<file path="src/hw/rtl/fnvbkt_pkg.sv">
`timescale 1ns / 1ps
`default_nettype none
// ----------------------------------------------------------------------------
// FNV-1a bucket index package
// Shared widths, hash constants, the queue status type and the hash step.
// ----------------------------------------------------------------------------
package fnvbkt_pkg;

    localparam int HASH_W  = 64;
    localparam int IDX_W   = 32;
    localparam int BYTE_W  = 8;
    localparam int STEP_W  = $clog2(HASH_W);

    localparam logic [HASH_W-1:0] FNV_OFFSET_BASIS = 64'hCBF29CE484222325;

    // The 64-bit prime is 2^40 + 0x1B3, so the product is a shift plus a
    // narrow multiply.
    localparam int               FNV_PRIME_SHIFT = 40;
    localparam logic [8:0]       FNV_PRIME_LOW   = 9'h1B3;

    localparam logic [IDX_W-1:0] BUCKET_COUNT_RESET = 32'd25;
    localparam int               QUEUE_DEPTH        = 4;

    typedef struct packed {
        logic full;
        logic empty;
    } q_stat_t;

    function automatic logic [HASH_W-1:0] fnv_mul(input logic [HASH_W-1:0] h);
        logic [HASH_W-1:0] low_part;
        low_part = h * HASH_W'(FNV_PRIME_LOW);
        return (h << FNV_PRIME_SHIFT) + low_part;
    endfunction

endpackage
`default_nettype wire

</file>
<file path="src/hw/rtl/fnvbkt_key_if.sv">
`timescale 1ns / 1ps
`default_nettype none
// ----------------------------------------------------------------------------
// Key byte channel
// Valid/ready channel carrying at most one key byte per beat.
// ----------------------------------------------------------------------------
interface fnvbkt_key_if;
    logic       valid;
    logic       ready;
    logic [7:0] key_byte;
    logic       has_byte;
    logic       last;

    modport source (output valid, key_byte, has_byte, last, input ready);
    modport sink   (input valid, key_byte, has_byte, last, output ready);
endinterface
`default_nettype wire

</file>
<file path="src/hw/rtl/fnvbkt_res_if.sv">
`timescale 1ns / 1ps
`default_nettype none
// ----------------------------------------------------------------------------
// Result channel
// Valid/ready channel carrying the final hash and bucket index per beat.
// ----------------------------------------------------------------------------
interface fnvbkt_res_if;
    logic        valid;
    logic        ready;
    logic [63:0] hash_value;
    logic [31:0] bucket_index;

    modport source (output valid, hash_value, bucket_index, input ready);
    modport sink   (input valid, hash_value, bucket_index, output ready);
endinterface
`default_nettype wire

</file>
<file path="src/hw/rtl/fnvbkt_front.sv">
`timescale 1ns / 1ps
`default_nettype none
// ----------------------------------------------------------------------------
// FNV-1a front end
// Absorbs one key byte per cycle while the queue has room and pushes the finished hash into the queue.
// ----------------------------------------------------------------------------
module fnvbkt_front (
    input  wire logic                           clk,
    input  wire logic                           rst_n,
    fnvbkt_key_if.sink                          key_chan,
    input  wire fnvbkt_pkg::q_stat_t            q_stat,
    output logic                                push,
    output logic [fnvbkt_pkg::HASH_W-1:0]       push_hash
);

    logic [fnvbkt_pkg::HASH_W-1:0] hash_reg;
    logic [fnvbkt_pkg::HASH_W-1:0] hash_next;
    logic [fnvbkt_pkg::HASH_W-1:0] absorbed;
    logic [fnvbkt_pkg::HASH_W-1:0] hash_cur;
    logic                          accept;

    assign key_chan.ready = !q_stat.full;
    assign accept         = key_chan.valid && key_chan.ready;

    always_comb
    begin
        absorbed = fnvbkt_pkg::fnv_mul(hash_reg ^
                   {{(fnvbkt_pkg::HASH_W-fnvbkt_pkg::BYTE_W){1'b0}}, key_chan.key_byte});
        hash_cur = key_chan.has_byte ? absorbed : hash_reg;
        hash_next = hash_reg;
        if (accept)
        begin
            // The end of a key restarts the running hash for the next one.
            hash_next = key_chan.last ? fnvbkt_pkg::FNV_OFFSET_BASIS : hash_cur;
        end
    end

    assign push      = accept && key_chan.last;
    assign push_hash = hash_cur;

    always_ff @(posedge clk or negedge rst_n)
    begin
        if (!rst_n)
        begin
            hash_reg <= fnvbkt_pkg::FNV_OFFSET_BASIS;
        end
        else
        begin
            hash_reg <= hash_next;
        end
    end

endmodule
`default_nettype wire

</file>
<file path="src/hw/rtl/fnvbkt_queue.sv">
`timescale 1ns / 1ps
`default_nettype none
// ----------------------------------------------------------------------------
// Hash queue
// Small first-in first-out buffer of finished hashes between front and back.
// ----------------------------------------------------------------------------
module fnvbkt_queue #(
    parameter int Depth = fnvbkt_pkg::QUEUE_DEPTH
) (
    input  wire logic                           clk,
    input  wire logic                           rst_n,
    input  wire logic                           push,
    input  wire logic [fnvbkt_pkg::HASH_W-1:0]  push_hash,
    input  wire logic                           pop,
    output logic [fnvbkt_pkg::HASH_W-1:0]       pop_hash,
    output fnvbkt_pkg::q_stat_t                 q_stat
);

    localparam int PtrW = (Depth > 1) ? $clog2(Depth) : 1;
    localparam int CntW = $clog2(Depth + 1);

    logic [fnvbkt_pkg::HASH_W-1:0] mem_reg [Depth];
    logic [PtrW-1:0]               wr_ptr_reg, wr_ptr_next;
    logic [PtrW-1:0]               rd_ptr_reg, rd_ptr_next;
    logic [CntW-1:0]               count_reg, count_next;

    always_comb
    begin
        wr_ptr_next = wr_ptr_reg;
        rd_ptr_next = rd_ptr_reg;
        if (push)
        begin
            wr_ptr_next = (wr_ptr_reg == PtrW'(Depth - 1)) ? '0 : wr_ptr_reg + 1'b1;
        end
        if (pop)
        begin
            rd_ptr_next = (rd_ptr_reg == PtrW'(Depth - 1)) ? '0 : rd_ptr_reg + 1'b1;
        end
        case ({push, pop})
            2'b10:   count_next = count_reg + 1'b1;
            2'b01:   count_next = count_reg - 1'b1;
            default: count_next = count_reg;
        endcase
    end

    assign q_stat.full  = (count_reg == CntW'(Depth));
    assign q_stat.empty = (count_reg == '0);
    assign pop_hash     = mem_reg[rd_ptr_reg];

    always_ff @(posedge clk or negedge rst_n)
    begin
        if (!rst_n)
        begin
            wr_ptr_reg <= '0;
            rd_ptr_reg <= '0;
            count_reg  <= '0;
        end
        else
        begin
            wr_ptr_reg <= wr_ptr_next;
            rd_ptr_reg <= rd_ptr_next;
            count_reg  <= count_next;
        end
    end

    always_ff @(posedge clk)
    begin
        if (push)
        begin
            mem_reg[wr_ptr_reg] <= push_hash;
        end
    end

`ifndef SYNTHESIS
    a_no_push_full: assert property (@(posedge clk) disable iff (!rst_n)
        q_stat.full |-> !push)
        else $error("hash pushed into a full queue");

    a_no_pop_empty: assert property (@(posedge clk) disable iff (!rst_n)
        q_stat.empty |-> !pop)
        else $error("hash popped from an empty queue");
`endif

endmodule
`default_nettype wire

</file>
<file path="src/hw/rtl/fnvbkt_div.sv">
`timescale 1ns / 1ps
`default_nettype none
// ----------------------------------------------------------------------------
// Bucket remainder unit
// Restoring remainder of the hash by the bucket count, one bit per cycle.
// ----------------------------------------------------------------------------
module fnvbkt_div (
    input  wire logic                           clk,
    input  wire logic                           rst_n,
    input  wire fnvbkt_pkg::q_stat_t            q_stat,
    input  wire logic [fnvbkt_pkg::HASH_W-1:0]  pop_hash,
    output logic                                pop,
    input  wire logic [fnvbkt_pkg::IDX_W-1:0]   bucket_count,
    fnvbkt_res_if.source                        res_chan
);

    localparam int HashW = fnvbkt_pkg::HASH_W;
    localparam int IdxW  = fnvbkt_pkg::IDX_W;
    localparam int StepW = fnvbkt_pkg::STEP_W;

    localparam logic [1:0] ST_IDLE = 2'd0;
    localparam logic [1:0] ST_RUN  = 2'd1;
    localparam logic [1:0] ST_HOLD = 2'd2;

    logic [1:0]       state_reg, state_next;
    logic [StepW-1:0] cnt_reg, cnt_next;
    logic [HashW-1:0] shift_reg, shift_next;
    logic [HashW-1:0] hash_reg, hash_next;
    logic [IdxW-1:0]  rem_reg, rem_next;
    logic [IdxW-1:0]  div_reg, div_next;
    logic             out_valid_reg, out_valid_next;
    logic [HashW-1:0] out_hash_reg, out_hash_next;
    logic [IdxW-1:0]  out_idx_reg, out_idx_next;

    logic [IdxW:0]    rem_shift;
    logic [IdxW:0]    rem_sub;
    logic [IdxW-1:0]  rem_step;
    logic [IdxW-1:0]  load_rem;
    logic             load;
    logic             out_free;

    always_comb
    begin
        // The remainder stays below the divisor, so one subtraction per step
        // is enough.
        rem_shift = {rem_reg, shift_reg[HashW-1]};
        rem_sub   = rem_shift - {1'b0, div_reg};
        rem_step  = (rem_shift >= {1'b0, div_reg}) ? rem_sub[IdxW-1:0] : rem_shift[IdxW-1:0];
        out_free  = !out_valid_reg || res_chan.ready;

        state_next = state_reg;
        cnt_next   = cnt_reg;
        shift_next = shift_reg;
        hash_next  = hash_reg;
        rem_next   = rem_reg;
        div_next   = div_reg;
        pop        = 1'b0;
        load       = 1'b0;
        load_rem   = rem_reg;

        case (state_reg)
            ST_IDLE:
            begin
                if (!q_stat.empty)
                begin
                    pop        = 1'b1;
                    shift_next = pop_hash;
                    hash_next  = pop_hash;
                    rem_next   = '0;
                    cnt_next   = '0;
                    div_next   = bucket_count;
                    state_next = ST_RUN;
                end
            end
            ST_RUN:
            begin
                shift_next = shift_reg << 1;
                rem_next   = rem_step;
                cnt_next   = cnt_reg + 1'b1;
                if (cnt_reg == StepW'(HashW - 1))
                begin
                    if (out_free)
                    begin
                        load       = 1'b1;
                        load_rem   = rem_step;
                        state_next = ST_IDLE;
                    end
                    else
                    begin
                        state_next = ST_HOLD;
                    end
                end
            end
            ST_HOLD:
            begin
                if (out_free)
                begin
                    load       = 1'b1;
                    state_next = ST_IDLE;
                end
            end
            default:
            begin
                state_next = ST_IDLE;
            end
        endcase

        out_valid_next = out_valid_reg;
        out_hash_next  = out_hash_reg;
        out_idx_next   = out_idx_reg;
        if (load)
        begin
            out_valid_next = 1'b1;
            out_hash_next  = hash_reg;
            // A bucket count of zero gives bucket zero.
            out_idx_next   = (div_reg == '0) ? '0 : load_rem;
        end
        else if (res_chan.ready)
        begin
            out_valid_next = 1'b0;
        end
    end

    assign res_chan.valid        = out_valid_reg;
    assign res_chan.hash_value   = out_hash_reg;
    assign res_chan.bucket_index = out_idx_reg;

    always_ff @(posedge clk or negedge rst_n)
    begin
        if (!rst_n)
        begin
            state_reg     <= ST_IDLE;
            cnt_reg       <= '0;
            out_valid_reg <= 1'b0;
        end
        else
        begin
            state_reg     <= state_next;
            cnt_reg       <= cnt_next;
            out_valid_reg <= out_valid_next;
        end
    end

    always_ff @(posedge clk)
    begin
        shift_reg    <= shift_next;
        hash_reg     <= hash_next;
        rem_reg      <= rem_next;
        div_reg      <= div_next;
        out_hash_reg <= out_hash_next;
        out_idx_reg  <= out_idx_next;
    end

`ifndef SYNTHESIS
    a_pop_when_idle: assert property (@(posedge clk) disable iff (!rst_n)
        pop |-> (state_reg == ST_IDLE))
        else $error("queue popped while a division is in progress");

    a_rem_below_div: assert property (@(posedge clk) disable iff (!rst_n)
        (load && div_reg != '0) |-> (load_rem < div_reg))
        else $error("bucket index not below bucket count");

    a_no_overwrite: assert property (@(posedge clk) disable iff (!rst_n)
        (out_valid_reg && !res_chan.ready) |-> !load)
        else $error("pending result overwritten");
`endif

endmodule
`default_nettype wire

</file>
<file path="src/hw/rtl/fnv1a_bucket_index.sv">
`timescale 1ns / 1ps
`default_nettype none
// ----------------------------------------------------------------------------
// FNV-1a bucket index
// 64-bit FNV-1a hash of a byte-stream key, with the bucket index taken as the
// hash modulo a configurable bucket count.
// ----------------------------------------------------------------------------
//  Channel       Role    Beat carries
//  key_chan      sink    key_byte, has_byte, last
//  result_chan   source  hash_value, bucket_index
//  cfg_wr_*      write   bucket_count (32 bits, reset 25)
//
//  The hash front end takes one key beat per cycle while the hash queue has
//  room. For each key end the back end takes a hash from the queue and then
//  forms the remainder one hash bit a cycle. The queue holds up to
//  QueueDepth finished hashes, so short keys back up the key channel only
//  when it fills. The result register lets the next remainder run while a
//  result waits; reset restarts the running hash at the offset basis and
//  empties the queue.
// ----------------------------------------------------------------------------
module fnv1a_bucket_index #(
    parameter int QueueDepth = fnvbkt_pkg::QUEUE_DEPTH
) (
    input  wire logic                          clk,
    input  wire logic                          rst_n,
    fnvbkt_key_if.sink                         key_chan,
    fnvbkt_res_if.source                       result_chan,
    input  wire logic                          cfg_wr_en,
    input  wire logic [fnvbkt_pkg::IDX_W-1:0]  cfg_wr_data
);

    logic [fnvbkt_pkg::IDX_W-1:0]  bucket_count_reg;
    logic [fnvbkt_pkg::IDX_W-1:0]  bucket_count_next;
    logic                          push;
    logic [fnvbkt_pkg::HASH_W-1:0] push_hash;
    logic                          pop;
    logic [fnvbkt_pkg::HASH_W-1:0] pop_hash;
    fnvbkt_pkg::q_stat_t           q_stat;

    assign bucket_count_next = cfg_wr_en ? cfg_wr_data : bucket_count_reg;

    always_ff @(posedge clk or negedge rst_n)
    begin
        if (!rst_n)
        begin
            bucket_count_reg <= fnvbkt_pkg::BUCKET_COUNT_RESET;
        end
        else
        begin
            bucket_count_reg <= bucket_count_next;
        end
    end

    fnvbkt_front u_front (
        .clk       (clk),
        .rst_n     (rst_n),
        .key_chan  (key_chan),
        .q_stat    (q_stat),
        .push      (push),
        .push_hash (push_hash)
    );

    fnvbkt_queue #(
        .Depth (QueueDepth)
    ) u_queue (
        .clk       (clk),
        .rst_n     (rst_n),
        .push      (push),
        .push_hash (push_hash),
        .pop       (pop),
        .pop_hash  (pop_hash),
        .q_stat    (q_stat)
    );

    fnvbkt_div u_div (
        .clk          (clk),
        .rst_n        (rst_n),
        .q_stat       (q_stat),
        .pop_hash     (pop_hash),
        .pop          (pop),
        .bucket_count (bucket_count_reg),
        .res_chan     (result_chan)
    );

endmodule
`default_nettype wire

</file>
<file path="src/flat_wrapper.sv">
// flat-port wrapper written by rule: the top's interface ports become plain ports
module fnv1a_bucket_index_flat 
#(
    parameter int QueueDepth = fnvbkt_pkg::QUEUE_DEPTH
)
  (clk, rst_n, cfg_wr_en, cfg_wr_data, key_chan_valid, key_chan_key_byte, key_chan_has_byte, key_chan_last, key_chan_ready, result_chan_valid, result_chan_hash_value, result_chan_bucket_index, result_chan_ready);
  fnvbkt_key_if key_chan_i ();
  fnvbkt_res_if result_chan_i ();
  input  wire logic clk;
  input  wire logic rst_n;
  input  wire logic cfg_wr_en;
  input  wire logic [fnvbkt_pkg::IDX_W-1:0] cfg_wr_data;
  input wire logic [$bits(key_chan_i.valid)-1:0] key_chan_valid;
  input wire logic [$bits(key_chan_i.key_byte)-1:0] key_chan_key_byte;
  input wire logic [$bits(key_chan_i.has_byte)-1:0] key_chan_has_byte;
  input wire logic [$bits(key_chan_i.last)-1:0] key_chan_last;
  output wire logic [$bits(key_chan_i.ready)-1:0] key_chan_ready;
  output wire logic [$bits(result_chan_i.valid)-1:0] result_chan_valid;
  output wire logic [$bits(result_chan_i.hash_value)-1:0] result_chan_hash_value;
  output wire logic [$bits(result_chan_i.bucket_index)-1:0] result_chan_bucket_index;
  input wire logic [$bits(result_chan_i.ready)-1:0] result_chan_ready;
  assign key_chan_i.valid = key_chan_valid;
  assign key_chan_i.key_byte = key_chan_key_byte;
  assign key_chan_i.has_byte = key_chan_has_byte;
  assign key_chan_i.last = key_chan_last;
  assign key_chan_ready = key_chan_i.ready;
  assign result_chan_valid = result_chan_i.valid;
  assign result_chan_hash_value = result_chan_i.hash_value;
  assign result_chan_bucket_index = result_chan_i.bucket_index;
  assign result_chan_i.ready = result_chan_ready;
  fnv1a_bucket_index #(.QueueDepth(QueueDepth)) u_core (.clk(clk), .rst_n(rst_n), .key_chan(key_chan_i), .result_chan(result_chan_i), .cfg_wr_en(cfg_wr_en), .cfg_wr_data(cfg_wr_data));
endmodule
</file>
<file path="config.mk">
export PLATFORM = sky130hd
export DESIGN_NAME = fnv1a_bucket_index_flat
export DESIGN_NICKNAME = d
export VERILOG_FILES = /design/src/hw/rtl/fnvbkt_pkg.sv /design/src/hw/rtl/fnvbkt_key_if.sv /design/src/hw/rtl/fnvbkt_res_if.sv /design/src/hw/rtl/fnvbkt_front.sv /design/src/hw/rtl/fnvbkt_queue.sv /design/src/hw/rtl/fnvbkt_div.sv /design/src/hw/rtl/fnv1a_bucket_index.sv /design/src/flat_wrapper.sv
export SDC_FILE = /design/constraint.sdc
export NUM_CORES = 1
export LEC_CHECK = 0
export BUFFER_PORTS_ARGS = -buffer_cell sky130_fd_sc_hd__buf_2
export CAP_MARGIN = 30
export CORE_MARGIN = 2
export CORE_UTILIZATION = 40
export DETAILED_ROUTE_END_ITERATION = 6
export PLACE_DENSITY_LB_ADDON = 0.15
export SLEW_MARGIN = 0
export SYNTH_ARGS = -nofsm -noshare
export SYNTH_HDL_FRONTEND = slang
export SYNTH_HIERARCHICAL = 1
export SYNTH_SLANG_ARGS = --single-unit
</file>
<file path="constraint.sdc">
create_clock -name clk -period 19.55 [get_ports clk]
set_input_delay 1.955 -clock clk [delete_from_list [all_inputs] [get_ports clk]]
set_output_delay 1.955 -clock clk [all_outputs]
set_load 0.05 [all_outputs]
</file>
======== Yosys cells after proc, flatten, opt, wreduce, memory -nomap -nowiden ========
Memories as Yosys holds them, arrays and structs flattened.
Cells that the tools add are included.
cells by class
  add/sub/neg operators ................... 7
  bitwise logic cells ..................... 2
  multiplexer cells ....................... 29
  multiply operators ...................... 1
  eq/ne operators ......................... 11
  reductions and logical operators ........ 14
  $lt $le $gt $ge ......................... 1
operators with widths
  operator                 count
  $mux W64                 3
  $mux W32                 5
  $pmux W64 S2             1
  $add A64 B64 Y64         1
  $mul A64 B9 Y64 const B  1
  $pmux W32 S2             1
  $xor A64 B8 Y64          1
  $ge A33 B32 Y1           1
  $logic_not A32 Y1        1
  $sub A32 B32 Y32         1
  $mux W2                  6
  $pmux W6 S2              1
  $eq A2 B2 Y1 const B     4
  $mux W1                  8
  $add A6 B1 Y6 const B    1
  $eq A6 B6 Y1 const B     1
  $mux W6                  1
  $ne A2 B2 Y1 const B     3
  $pmux W2 S3              1
  $pmux W3 S2              1
  $reduce_bool A2 Y1       3
  $add A2 B1 Y2 const B    2
  $eq A2 B1 Y1 const B     2
  $reduce_and A2 Y1        2
  other kinds (11)         13
storage, ports and cells
  bits in writable memories ............... 256
  memories ................................ 1
  input bits .............................. 47
  output and inout bits ................... 98
  logic and storage cells ................. 80
  register bits ........................... 400
memory list
  memory                  depth  bits a word  read ports  clocked after memory_dff  wr ports  RTL line            text
  u_core.u_queue.mem_reg  4      64           1           0                         1         fnvbkt_queue.sv:22  logic [fnvbkt_pkg::HASH_W-1:0] mem_reg [Depth];

======== Depth between registers and ports, before layout ========
Gate-level depths: netlist of the first run.
  depth in word-level cells ............... 6
  mapped depth ............................ 22
  mapped depth without buffers ............ 22

======== Cells and area by module ========
The synthesis of the first run kept the hierarchy.
by module, submodules not included
  module              seq. area each (um^2)  cells each  instances  area an instance (um^2)
  fnvbkt_front        1636.6                 1740        1          15253.4
  fnvbkt_div          8873.5                 907         1          13102.6
  fnvbkt_queue        7862.5                 372         1          9649.3
  fnv1a_bucket_index  804.5                  68          1          1348.8

======== Worst setup path after synthesis of the first run ========
OpenSTA, ideal clock, no wires.
  path type ............................... input to register
  from .................................... in key_chan_key_byte[2]
  to ...................................... mem u_core/u_queue/mem_reg[0][47] in the netlist's numbering (data pin)
  setup slack ............................. 12.395 ns
  data arrival time ....................... 6.889 ns
  library setup time ...................... 0.266 ns
  cell stages on the path ................. 20
  buffers on the path ..................... 0
  required time ........................... 19.284 ns
  cells stage by stage .................... xnor2_1 -> inv_1 -> ha_1 -> xor2_1 -> ha_1 -> or2_2 -> fa_1 -> fa_1 -> ha_1 -> ha_1 -> o211ai_1 -> a21o_1 -> a211oi_4 -> o31ai_4 -> o31ai_4 -> a21oi_2 -> o31a_1 -> o31a_1 -> xnor2_1 -> mux2_2
on the way
  cells in the longest elaborated chain, start to end .. 4
RTL lines
  item                                 RTL line                  text
  start: declaration                   flat_wrapper.sv:14        input wire logic [$bits(key_chan_i.key_byte)-1:0] key_chan_key_byte;
  $xor A64 B8 Y64 (*)                  fnvbkt_front.sv:27        absorbed = fnvbkt_pkg::fnv_mul(hash_reg ^
  $mul A64 B9 Y64                      fnvbkt_pkg.sv:31          low_part = h * HASH_W'(FNV_PRIME_LOW);
  $add A64 B64 Y64 (*)                 fnvbkt_pkg.sv:32          return (h << FNV_PRIME_SHIFT) + low_part;
  $mux W64 (*)                         fnvbkt_front.sv:29        hash_cur = key_chan.has_byte ? absorbed : hash_reg;
  named net u_core.push_hash, one bit  fnv1a_bucket_index.sv:35  logic [fnvbkt_pkg::HASH_W-1:0] push_hash;
  end: declaration                     fnvbkt_queue.sv:22
The timed path passes the listed nets; every way through them passes the cells marked *.

======== Final worst setup path of the first run ========
  from .................................... in key_chan_key_byte[4]
  to ...................................... mem u_core/u_queue/mem_reg[0][59] in the netlist's numbering (data pin)
The elaborated chain is that of the path after synthesis.

==> run_results.csv, run 1 <==
group,metric,value,unit
worst_hold_path,hp-start,"u_core/u_div/hash_reg[19]$_DFFE_PP_",
clock_network,clockRootBuffer,"clkbuf_16",
clock_network,clock_latency,0.62,ns
setup_path,critPathMaxStageDelay,0.69,ns
synth,synth-compound-area-share,0.0880,
synth,netlist_area,39400,µm²
setup_path,crit_slowest_cell,"xnor2_1",
timing,worstMarginPinSlew,1.04,ns
timing,hold_viol,0,
clock_network,numCtsBuffers,71,
clock_network,clock_sinks,656,
synth,ys_ff_latch,656,
global_route,gr-total-overflow,0,
flow_run,cap_violations,0,
final_layout,drive_gt1_frac,0.175,
drt,num_vias,24200,
global_route,grt_pass1_wl,161,mm
setup_path,critical_path_required,19.90,ns
synth,synth_nets,3584,
drt,firstDrtPassIters,7,
setup_path,start_kind,"input pin",
synth,synthMuxAreaShare,0.0851,
global_route,grt_pass1_vias,25600,
worst_hold_path,whs_path_depth,0,
floorplan,io_pins,145,
setup_path,cp.arrival,7.98,ns
clock_network,cts_resized,0,
worst_hold_path,min_to,"u_core/u_div/res_chan.hash_value[19]$_DFFE_PP_",
synth,synth_sequential_area_ratio,0.487,
setup_path,end_kind,"flip-flop",
setup_path,r2r_slack,12.97,ns
clock_network,htreeDepth,3,
floorplan,die_area,101000,µm²
setup_path,crit_buf_inv,5,
final_layout,synthToLayoutAreaGrowth,11.7,%
synth,synthAdderAreaFrac,0.184,
clock_network,ctsHoldBuffers,0,
synth,synth_xor_area_frac,0.0361,
floorplan,core,98000,µm²
setup_path,worstSetupPathType,"in -> reg",
setup_path,r2r.worst_path.cells,22,
setup_path,path_depth,23,
clock_network,post-cts-setup-buffer-count,0,
setup_path,cp_top_family,"adder cells",
outcome,status,"finished clean",
drt,finalWirelength,104,mm
final_layout,fin_nets,3720,
drt,drt_iter0_drc,1609,
drt,post-route-drc-count,0,
placement,finalWeightedCongestion,0.941,
global_route,grt_usage,0.210,
setup_path,crit_fanout,4,
synth,synth.avg_cell_area,12.7,µm²
synth,synth_top_family_by_area,"adder cells",
final_layout,n_fill_cell,8879,
timing,fin_tns_setup,0,ns
floorplan,die_height,318,µm
synth,yosys.area_share.simple,0.0572,
clock_network,cts_tree,"yes",
drt,wl_per_cell,22.9,µm
floorplan,std_cell_rows,115,
timing,max_freq,131,MHz
setup_path,path_cells,"buf_2 > xnor2_1 > inv_1 > ha_1 > xor2_1 > ha_1 > inv_1 > fa_1 > inv_1 > ha_1 > ha_1 > inv_1 > fa_1 > nand2b_1 > a21o_1 > a2111o_1 > a21oi_1 > o211ai_1 > nand2_1 > a41oi_1 > a21oi_1 > xor2_1 > mux2_2",
synth,synth_cell_types,98,
drt,ant_nets,0,
synth,synthFlopType,"edfxtp_1",
final_layout,largest_reg_flops,256,
placement,dp_hpwl,79.5,mm
timing,fin_crit,7.63,ns
floorplan,die_w,318,µm
timing,relSlewSlack,0.296,
timing,setup_viol,0,
setup_path,r2r-end,"u_core/u_queue/mem_reg[0][59]$_DFFE_PP_",
timing,finalCritPeriodShare,0.390,
timing,slew_viol_final,0,
clock_network,path_clk_slew,0.06,ns
drt,routed_via_density,5.29,
global_route,grt_max_degree,75,
timing,skew,0.0366,ns
synth,synth_edf_count,544,
synth,ys.warnings.count,6,
clock_network,cts.path.max_buffers,3,
synth,async_flop_share,0.171,
setup_path,r2r-start,"u_core/u_front/hash_reg[4]$_DFFE_PN0P_",
placement,io_buffers,144,
synth,postSynthCellCount,3087,
worst_hold_path,holdCritPathClass,"reg -> reg",
global_route,antenna_found_initial,1,
floorplan,start_util,0.402,
timing,rsz0062_at_grt,"no",
[cell usage after synthesis, drive strengths merged (27+ instances only)]
cell type / count / area [µm²]
a21o: 55 / 413
nor2: 144 / 557
edfxtp: 544 / 16300
fa: 212 / 4240
nand3: 27 / 135
dfrtp: 81 / 2030
inv: 500 / 1880
dfstp: 31 / 815
mux4: 64 / 1440
clkbuf: 69 / 262
mux2: 138 / 1670
buf: 42 / 337
a21oi: 144 / 747
xor2: 72 / 631
o21ai: 119 / 603
xnor2: 90 / 788
a211oi: 34 / 295
ha: 238 / 2980
nand2: 141 / 542
[cell families (layout without fill, tap and decap cells)]
group	count (synthesis)	count (layout)
compound gates	510	510
buf+inv	611	803
simple gates	472	472
flops	656	656
mux	226	226
fa+ha+maj	450	450
xor+xnor	162	162
other cells	0	1
[through the flow]
step | hold WS [ns] | cell area [µm²] | worst slack [ns] | utilization | std cells
finish | 0.398 | 43900 | 11.92 | 0.448 | 4567
global route | 0.419 | 43900 | 11.65 | 0.448 | 4566
CTS | 0.397 | 43900 | 11.98 | 0.448 | 4566
detailed placement | 0.406 | 41400 | 11.36 | 0.423 | 4437
global placement | 0.401 | 41300 | 11.42 | 0.422 | 4431
floorplan | 0.400 | 39400 | 12.39 | - | 3087
[worst register-to-register path, delay by kind of cell, from the launching register on]
family	cells	cell delay [ns]
adders and majority gates	6	1.92
muxes	1	0.31
buffers and inverters	4	0.32
DFF	1	0.40
xor gates and xnor gates	3	1.16
AOI/OAI and AO/OA	6	1.79
and+or+nand+nor	2	0.42
[how the worst max path moves through the flow]
| stage | startpoint | endpoint | slack (ns) |
|---|---|---|---|
| floorplan | key_chan_key_byte[2] | u_core/u_queue/mem_reg[0][47]$_DFFE_PP_ | 12.39 |
| global placement | key_chan_key_byte[4] | u_core/u_queue/mem_reg[0][59]$_DFFE_PP_ | 11.42 |
| detailed placement | key_chan_key_byte[4] | u_core/u_queue/mem_reg[0][59]$_DFFE_PP_ | 11.36 |
| CTS | key_chan_key_byte[4] | u_core/u_queue/mem_reg[0][59]$_DFFE_PP_ | 11.98 |
| global route | key_chan_key_byte[3] | u_core/u_queue/mem_reg[0][59]$_DFFE_PP_ | 11.65 |
| finish | key_chan_key_byte[4] | u_core/u_queue/mem_reg[0][59]$_DFFE_PP_ | 11.92 |
[layout make-up]
cell class / instances / area, µm² / share of cell area
clock buffer: 92 / 1960 / 0.0446
inverter: 500 / 1880 / 0.0428
clock inverter: 37 / 571 / 0.0130
multi-input combinational: 1820 / 17800 / 0.404
tap: 1287 / 1610 / 0.0366
antenna: 1 / 2.50 / 0.0000570
timing repair buffer: 174 / 978 / 0.0223
sequential: 656 / 19200 / 0.437
[per-layer routing]
layer / GRT usage / part of all wire
met5: 0 / 0.00011
met4: 0.0826 / 0.039
met3: 0.0293 / 0.046
met2: 0.341 / 0.47
met1: 0.287 / 0.45
[cell usage in the layout, fill, tap and decap left out, drive strengths merged, types with 55 or more instances in the layout]
master,instances
buf,174
edfxtp,544
fa,212
xnor2,90
xor2,72
a21oi,144
mux2,138
a21o,55
clkbuf,92
nand2,141
o21ai,119
ha,238
dfrtp,81
inv,504
nor2,144
mux4,64
Power of run 1 is left out: the tool's default activity adds up to more than one toggle a clock period on the data nets, which glitch-free logic cannot reach.
==> run 2: changes to the inputs <==
==> constraint.sdc (replaced) <==
create_clock -name clk -period 7.8 [get_ports clk]
set_input_delay 0.78 -clock clk [delete_from_list [all_inputs] [get_ports clk]]
set_output_delay 0.78 -clock clk [all_outputs]
set_load 0.05 [all_outputs]
==> run 2 against run 1 <==
Against the previous run: flip-flop and latch count did not move; utilization barely moved; clock-buffer cell count rose by 5; clock skew fell by 0.0095 ns; cell area barely moved; cell count rose by 0.24%; worst hold slack got worse by 0.26 ns; wire length fell by 1.3%; critical path depth fell by 2; first-iteration DRC count fell by 0.50%; register-to-register slack got worse by 11 ns; highest routed layer unchanged; worst setup slack got worse by 10 ns.
==> run_results.csv, run 2 (same netlist as run 1, synthesis figures left out) <==
group,metric,value,unit
outcome,status,"finished clean",
placement,finalWeightedCongestion,0.949,
clock_network,numCtsBuffers,72,
floorplan,core,98000,µm²
clock_network,clockRootBuffer,"clkbuf_16",
clock_network,clock_sinks,656,
clock_network,path_clk_slew,0.06,ns
drt,num_vias,24100,
drt,ant_nets,0,
timing,hold_viol,0,
placement,dp_hpwl,78.5,mm
setup_path,cp.arrival,6.66,ns
worst_hold_path,holdCritPathClass,"in -> async",
final_layout,final_common_cell,"edfxtp_1",
setup_path,critPathMaxStageDelay,0.58,ns
setup_path,crit_fanout,4,
timing,skew,0.0271,ns
setup_path,worstSetupPathType,"reg -> reg",
clock_network,clock_latency,0.62,ns
setup_path,r2r-end,"u_core/u_queue/mem_reg[2][59]$_DFFE_PP_",
global_route,grt_max_degree,100,
drt,wl_per_cell,22.5,µm
drt,finalWirelength,103,mm
setup_path,setup.worst_path.start,"u_core/u_front/hash_reg[2]$_DFFE_PN1P_",
timing,fin_crit,6.32,ns
global_route,gr-total-overflow,0,
flow_run,cap_violations,0,
floorplan,die_w,318,µm
timing,fin_tns_setup,0,ns
timing,setup_viol,0,
setup_path,path_cells,"xnor2_1 > buf_4 > inv_1 > ha_1 > xor2_1 > ha_1 > or2_2 > fa_1 > fa_1 > ha_1 > ha_1 > o211ai_1 > a21o_1 > a2111o_1 > a21oi_1 > o211ai_1 > nand2_1 > a41oi_1 > a21oi_1 > xor2_1 > mux2_2",
floorplan,die_height,318,µm
final_layout,drive_gt1_frac,0.179,
final_layout,largest_reg_flops,256,
setup_path,critical_path_required,8.15,ns
clock_network,cts_tree,"yes",
clock_network,post-cts-setup-buffer-count,0,
drt,firstDrtPassIters,5,
clock_network,htreeDepth,3,
setup_path,cp-endpoint,"u_core/u_queue/mem_reg[2][59]$_DFFE_PP_",
drt,drt_iter0_drc,1601,
drt,post-route-drc-count,0,
timing,worstMarginPinSlew,1.01,ns
setup_path,r2r_slack,1.48,ns
clock_network,cts_resized,0,
setup_path,crit_slowest_cell,"dfstp_2",
timing,finalCritPeriodShare,0.810,
timing,rsz0062_at_grt,"no",
final_layout,fin_nets,3728,
final_layout,layout_common_cells,"edfxtp_1, inv_1, ha_1, fa_1, buf_2",
final_layout,multi_input_area,17800,µm²
setup_path,end_kind,"flip-flop",
clock_network,cts.path.max_buffers,3,
global_route,antenna_found_initial,4,
floorplan,io_pins,145,
setup_path,r2r.worst_path.cells,21,
floorplan,die_area,101000,µm²
final_layout,fin_util,0.448,
timing,max_freq,158,MHz
setup_path,start_kind,"flip-flop",
global_route,grt_pass1_wl,159,mm
drt,routed_via_density,5.26,
final_layout,synthToLayoutAreaGrowth,11.7,%
floorplan,start_util,0.402,
floorplan,std_cell_rows,115,
global_route,grt_usage,0.207,
final_layout,n_fill_cell,8953,
placement,io_buffers,144,
final_layout,final-seq-area,19200,µm²
setup_path,r2r-start,"u_core/u_front/hash_reg[2]$_DFFE_PN1P_",
timing,slew_viol_final,0,
timing,relSlewSlack,0.317,
global_route,grt_pass1_vias,25700,
setup_path,crit_top_cell,"ha_1",
clock_network,ctsHoldBuffers,0,
==> run 2: cell types whose count changed in the layout (fill, tap and decap cells not counted), moves of 3 or more <==
cell and change:
bufinv_16 -8, clkinv_1 -5, buf_4 +3, clkinvlp_4 +4
clkinv_2 +3
==> run 2: through the flow <==
step	area, µm²	instances	hold slack (ns)	setup WS, ns
6_report	43900	4578	0.141	1.48
5_1_grt	43900	4577	0.164	1.15
4_1_cts	43900	4574	0.128	1.49
3_5_place_dp	41400	4441	0.405	1.14
3_3_place_gp	41400	4435	0.403	1.11
2_1_floorplan	39400	3087	0.400	1.14
==> run 2: layout make-up <==
cell class / instances / share of cell area
well taps: 1287 / 0.0366
clock inverters: 36 / 0.00951
flip-flops and latches: 656 / 0.437
multi-input cells: 1820 / 0.404
inverters: 500 / 0.0428
diodes: 1 / 0.0000569
repair buffers: 181 / 0.0245
clock buffers: 97 / 0.0459
==> run 2: layer usage <==
metal | share of wire | vias to the layer above | global-route usage
met5 | 0.00017 | - | 0
met3 | 0.046 | 144 | 0.0313
met4 | 0.037 | 2 | 0.0785
met2 | 0.47 | 573 | 0.338
li1 | - | 11100 | -
met1 | 0.44 | 12200 | 0.280
==> run 2: how the worst min path moves through the flow <==
stage                                                           endpoint  slack [ns]  depth (start not counted)                                start
after floorplan            u_core/u_div/res_chan.hash_value[0]$_DFFE_PP_        0.40                          0   u_core/u_div/hash_reg[0]$_DFFE_PP_
after global placement    u_core/u_div/res_chan.hash_value[31]$_DFFE_PP_        0.40                          0  u_core/u_div/hash_reg[31]$_DFFE_PP_
after detailed placement  u_core/u_div/res_chan.hash_value[32]$_DFFE_PP_        0.40                          0  u_core/u_div/hash_reg[32]$_DFFE_PP_
after CTS                        u_core/bucket_count_reg[28]$_DFFE_PN0P_        0.13                          1                                rst_n
after global routing             u_core/bucket_count_reg[21]$_DFFE_PN0P_        0.16                          1                                rst_n
final                            u_core/bucket_count_reg[28]$_DFFE_PN0P_        0.14                          1                                rst_n
==> run 2: critical path, delay by kind of cell, from the launching register on <==
kind                     cells  cell delay (ns)
flip-flops                   1             0.58
AND/OR/NAND/NOR              2             0.49
adder cells (fa/ha/maj)      6             2.17
XOR/XNOR                     3             0.43
AO/OA/AOI/OAI                7             1.76
multiplexers                 1             0.31
buffers and inverters        2             0.28
Power of run 2 is left out for the same reason.
==> run 3: changes to the inputs <==
==> constraint.sdc (replaced) <==
create_clock -name clk -period 6.45 [get_ports clk]
set_input_delay 0.645 -clock clk [delete_from_list [all_inputs] [get_ports clk]]
set_output_delay 0.645 -clock clk [all_outputs]
set_load 0.05 [all_outputs]
==> run 3 against run 2 <==
Against the previous run: utilization grew 0.31 points; critical path depth is 1 lower; fmax up 3.6%; non-clock buffer count increased by 48; die area stayed put; global-route usage is 0.24 points higher; clock skew fell by 0.0029 ns; wire length increased by 1.4%; worst hold slack lost 0.085 ns.
==> run_results.csv, run 3 (same netlist as run 1, synthesis figures left out) <==
group,metric,value,unit
outcome,status,"finished clean",
timing,worstMarginPinSlew,1.09,ns
setup_path,r2r-end,"u_core/u_queue/mem_reg[0][62]$_DFFE_PP_",
clock_network,cts.path.max_buffers,3,
timing,slew_viol_final,0,
timing,fin_crit,6.10,ns
drt,wl_per_cell,22.6,µm
floorplan,die_area,101000,µm²
global_route,grtUsageMet1,0.289,
floorplan,die_height,318,µm
global_route,grt_pass1_wl,161,mm
floorplan,core,98000,µm²
setup_path,r2r_slack,0.35,ns
final_layout,layout_common_cells,"edfxtp_1, inv_1, ha_1, fa_1, buf_2",
setup_path,cp.arrival,6.46,ns
clock_network,htreeDepth,3,
timing,fin_ws,0.352,ns
placement,dp_hpwl,79.6,mm
setup_path,worstSetupPathType,"reg -> reg",
floorplan,std_cell_rows,115,
clock_network,path_clk_slew,0.06,ns
clock_network,cts_tree,"yes",
global_route,grt_max_degree,70,
worst_hold_path,holdCritPathClass,"in -> async",
global_route,use_met2,0.348,
timing,setup_viol,0,
drt,routed_via_density,5.29,
final_layout,final-seq-area,19200,µm²
clock_network,ctsHoldBuffers,0,
setup_path,r2r-start,"u_core/u_front/hash_reg[34]$_DFFE_PN1P_",
final_layout,largest_reg_flops,256,
drt,num_vias,24500,
final_layout,diodes,0,
flow_run,cap_violations,0,
global_route,antenna_found_initial,0,
floorplan,io_pins,145,
drt,drt_iter0_drc,1719,
global_route,grt_pass1_vias,25800,
clock_network,clock_latency,0.64,ns
clock_network,numCtsBuffers,73,
final_layout,drive_gt1_frac,0.191,
final_layout,multi_input_area,17800,µm²
timing,max_freq,164,MHz
drt,post-route-drc-count,0,
timing,skew,0.0242,ns
global_route,busiest_layer,"met2",
drt,ant_nets,0,
global_route,met3_usage,0.0267,
timing,hold_viol,0,
timing,relSlewSlack,0.272,
timing,finalCritPeriodShare,0.945,
setup_path,crit_fanout,7,
final_layout,fin_nets,3777,
drt,firstDrtPassIters,5,
timing,rsz0062_at_grt,"no",
final_layout,n_fill_cell,8872,
clock_network,clock_sinks,656,
placement,io_buffers,144,
setup_path,start_kind,"flip-flop",
final_layout,synthToLayoutAreaGrowth,12.4,%
drt,finalWirelength,104,mm
clock_network,clockRootBuffer,"clkbuf_16",
final_layout,final_common_cell,"edfxtp_1",
placement,post-place-ws,-0.0376,ns
setup_path,r2r.worst_path.cells,20,
setup_path,end_kind,"flip-flop",
floorplan,die_w,318,µm
floorplan,start_util,0.402,
setup_path,critical_path_required,6.82,ns
placement,finalWeightedCongestion,0.947,
global_route,grt_usage,0.209,
global_route,gr-total-overflow,0,
==> run 3: worst max path at each step <==
stage	startpoint	to	slack, ns	depth (start not counted)
2_1_floorplan	key_chan_key_byte[2]	u_core/u_queue/mem_reg[0][47]$_DFFE_PP_	0.60	20
3_3_place_gp	key_chan_key_byte[2]	u_core/u_queue/mem_reg[0][59]$_DFFE_PP_	0.03	22
3_5_place_dp	key_chan_key_byte[2]	u_core/u_queue/mem_reg[0][59]$_DFFE_PP_	-0.04	22
4_1_cts	u_core/u_front/hash_reg[0]$_DFFE_PN1P_	u_core/u_queue/mem_reg[3][59]$_DFFE_PP_	0.23	22
5_1_grt	u_core/u_front/hash_reg[34]$_DFFE_PN1P_	u_core/u_queue/mem_reg[0][62]$_DFFE_PP_	0.06	20
6_report	u_core/u_front/hash_reg[34]$_DFFE_PN1P_	u_core/u_queue/mem_reg[0][62]$_DFFE_PP_	0.35	20
==> run 3: final cells by class <==
cell class                 count  area share
clock buffer                  98      0.0455
clock inverter                37     0.00752
multi-input combinational   1820       0.402
timing repair buffer         229      0.0331
inverter                     500      0.0425
tap                         1287      0.0364
sequential                   656       0.433
==> run 3: timing repair <==
item | CTS | global route
endpoints found under the setup margin | 0 | 21
resized for setup | 0 | 5
setup buffers | 0 | 1
endpoints found under the hold margin | 0 | 0
==> run 3: routing by layer <==
metal,up-vias,wire (µm)
met4,0,2680
li1,11200,-
met5,-,0
met1,12500,46900
met3,123,4510
met2,607,50300
==> run 3: worst max-delay path: stages (launching register included) <==
cell	delay [ns]
dfstp_2	0.63
ha_1	0.37
xnor2_1	0.26
o21ai_0	0.12
buf_4	0.16
fa_1	0.48
fa_1	0.56
inv_1	0.06
fa_1	0.53
inv_1	0.05
ha_1	0.36
and4_1	0.26
nand3_1	0.14
nor2_1	0.16
or4b_1	0.46
o32ai_2	0.26
o31ai_2	0.15
a21oi_2	0.29
a21oi_2	0.10
xnor2_1	0.15
mux2_2	0.30
==> run 3: stage by stage <==
step	utilization	instances	area, µm²	TNS, ns	hold slack [ns]
2_1_floorplan	-	3087	39400	0	0.349
3_3_place_gp	0.427	4487	41800	0	0.403
3_5_place_dp	0.427	4489	41800	-0.150	0.405
4_1_cts	0.451	4624	44200	0	0.0614
5_1_grt	0.452	4627	44200	0	0.0890
6_report	0.452	4627	44200	0	0.0557
Power of run 3 is left out for the same reason.
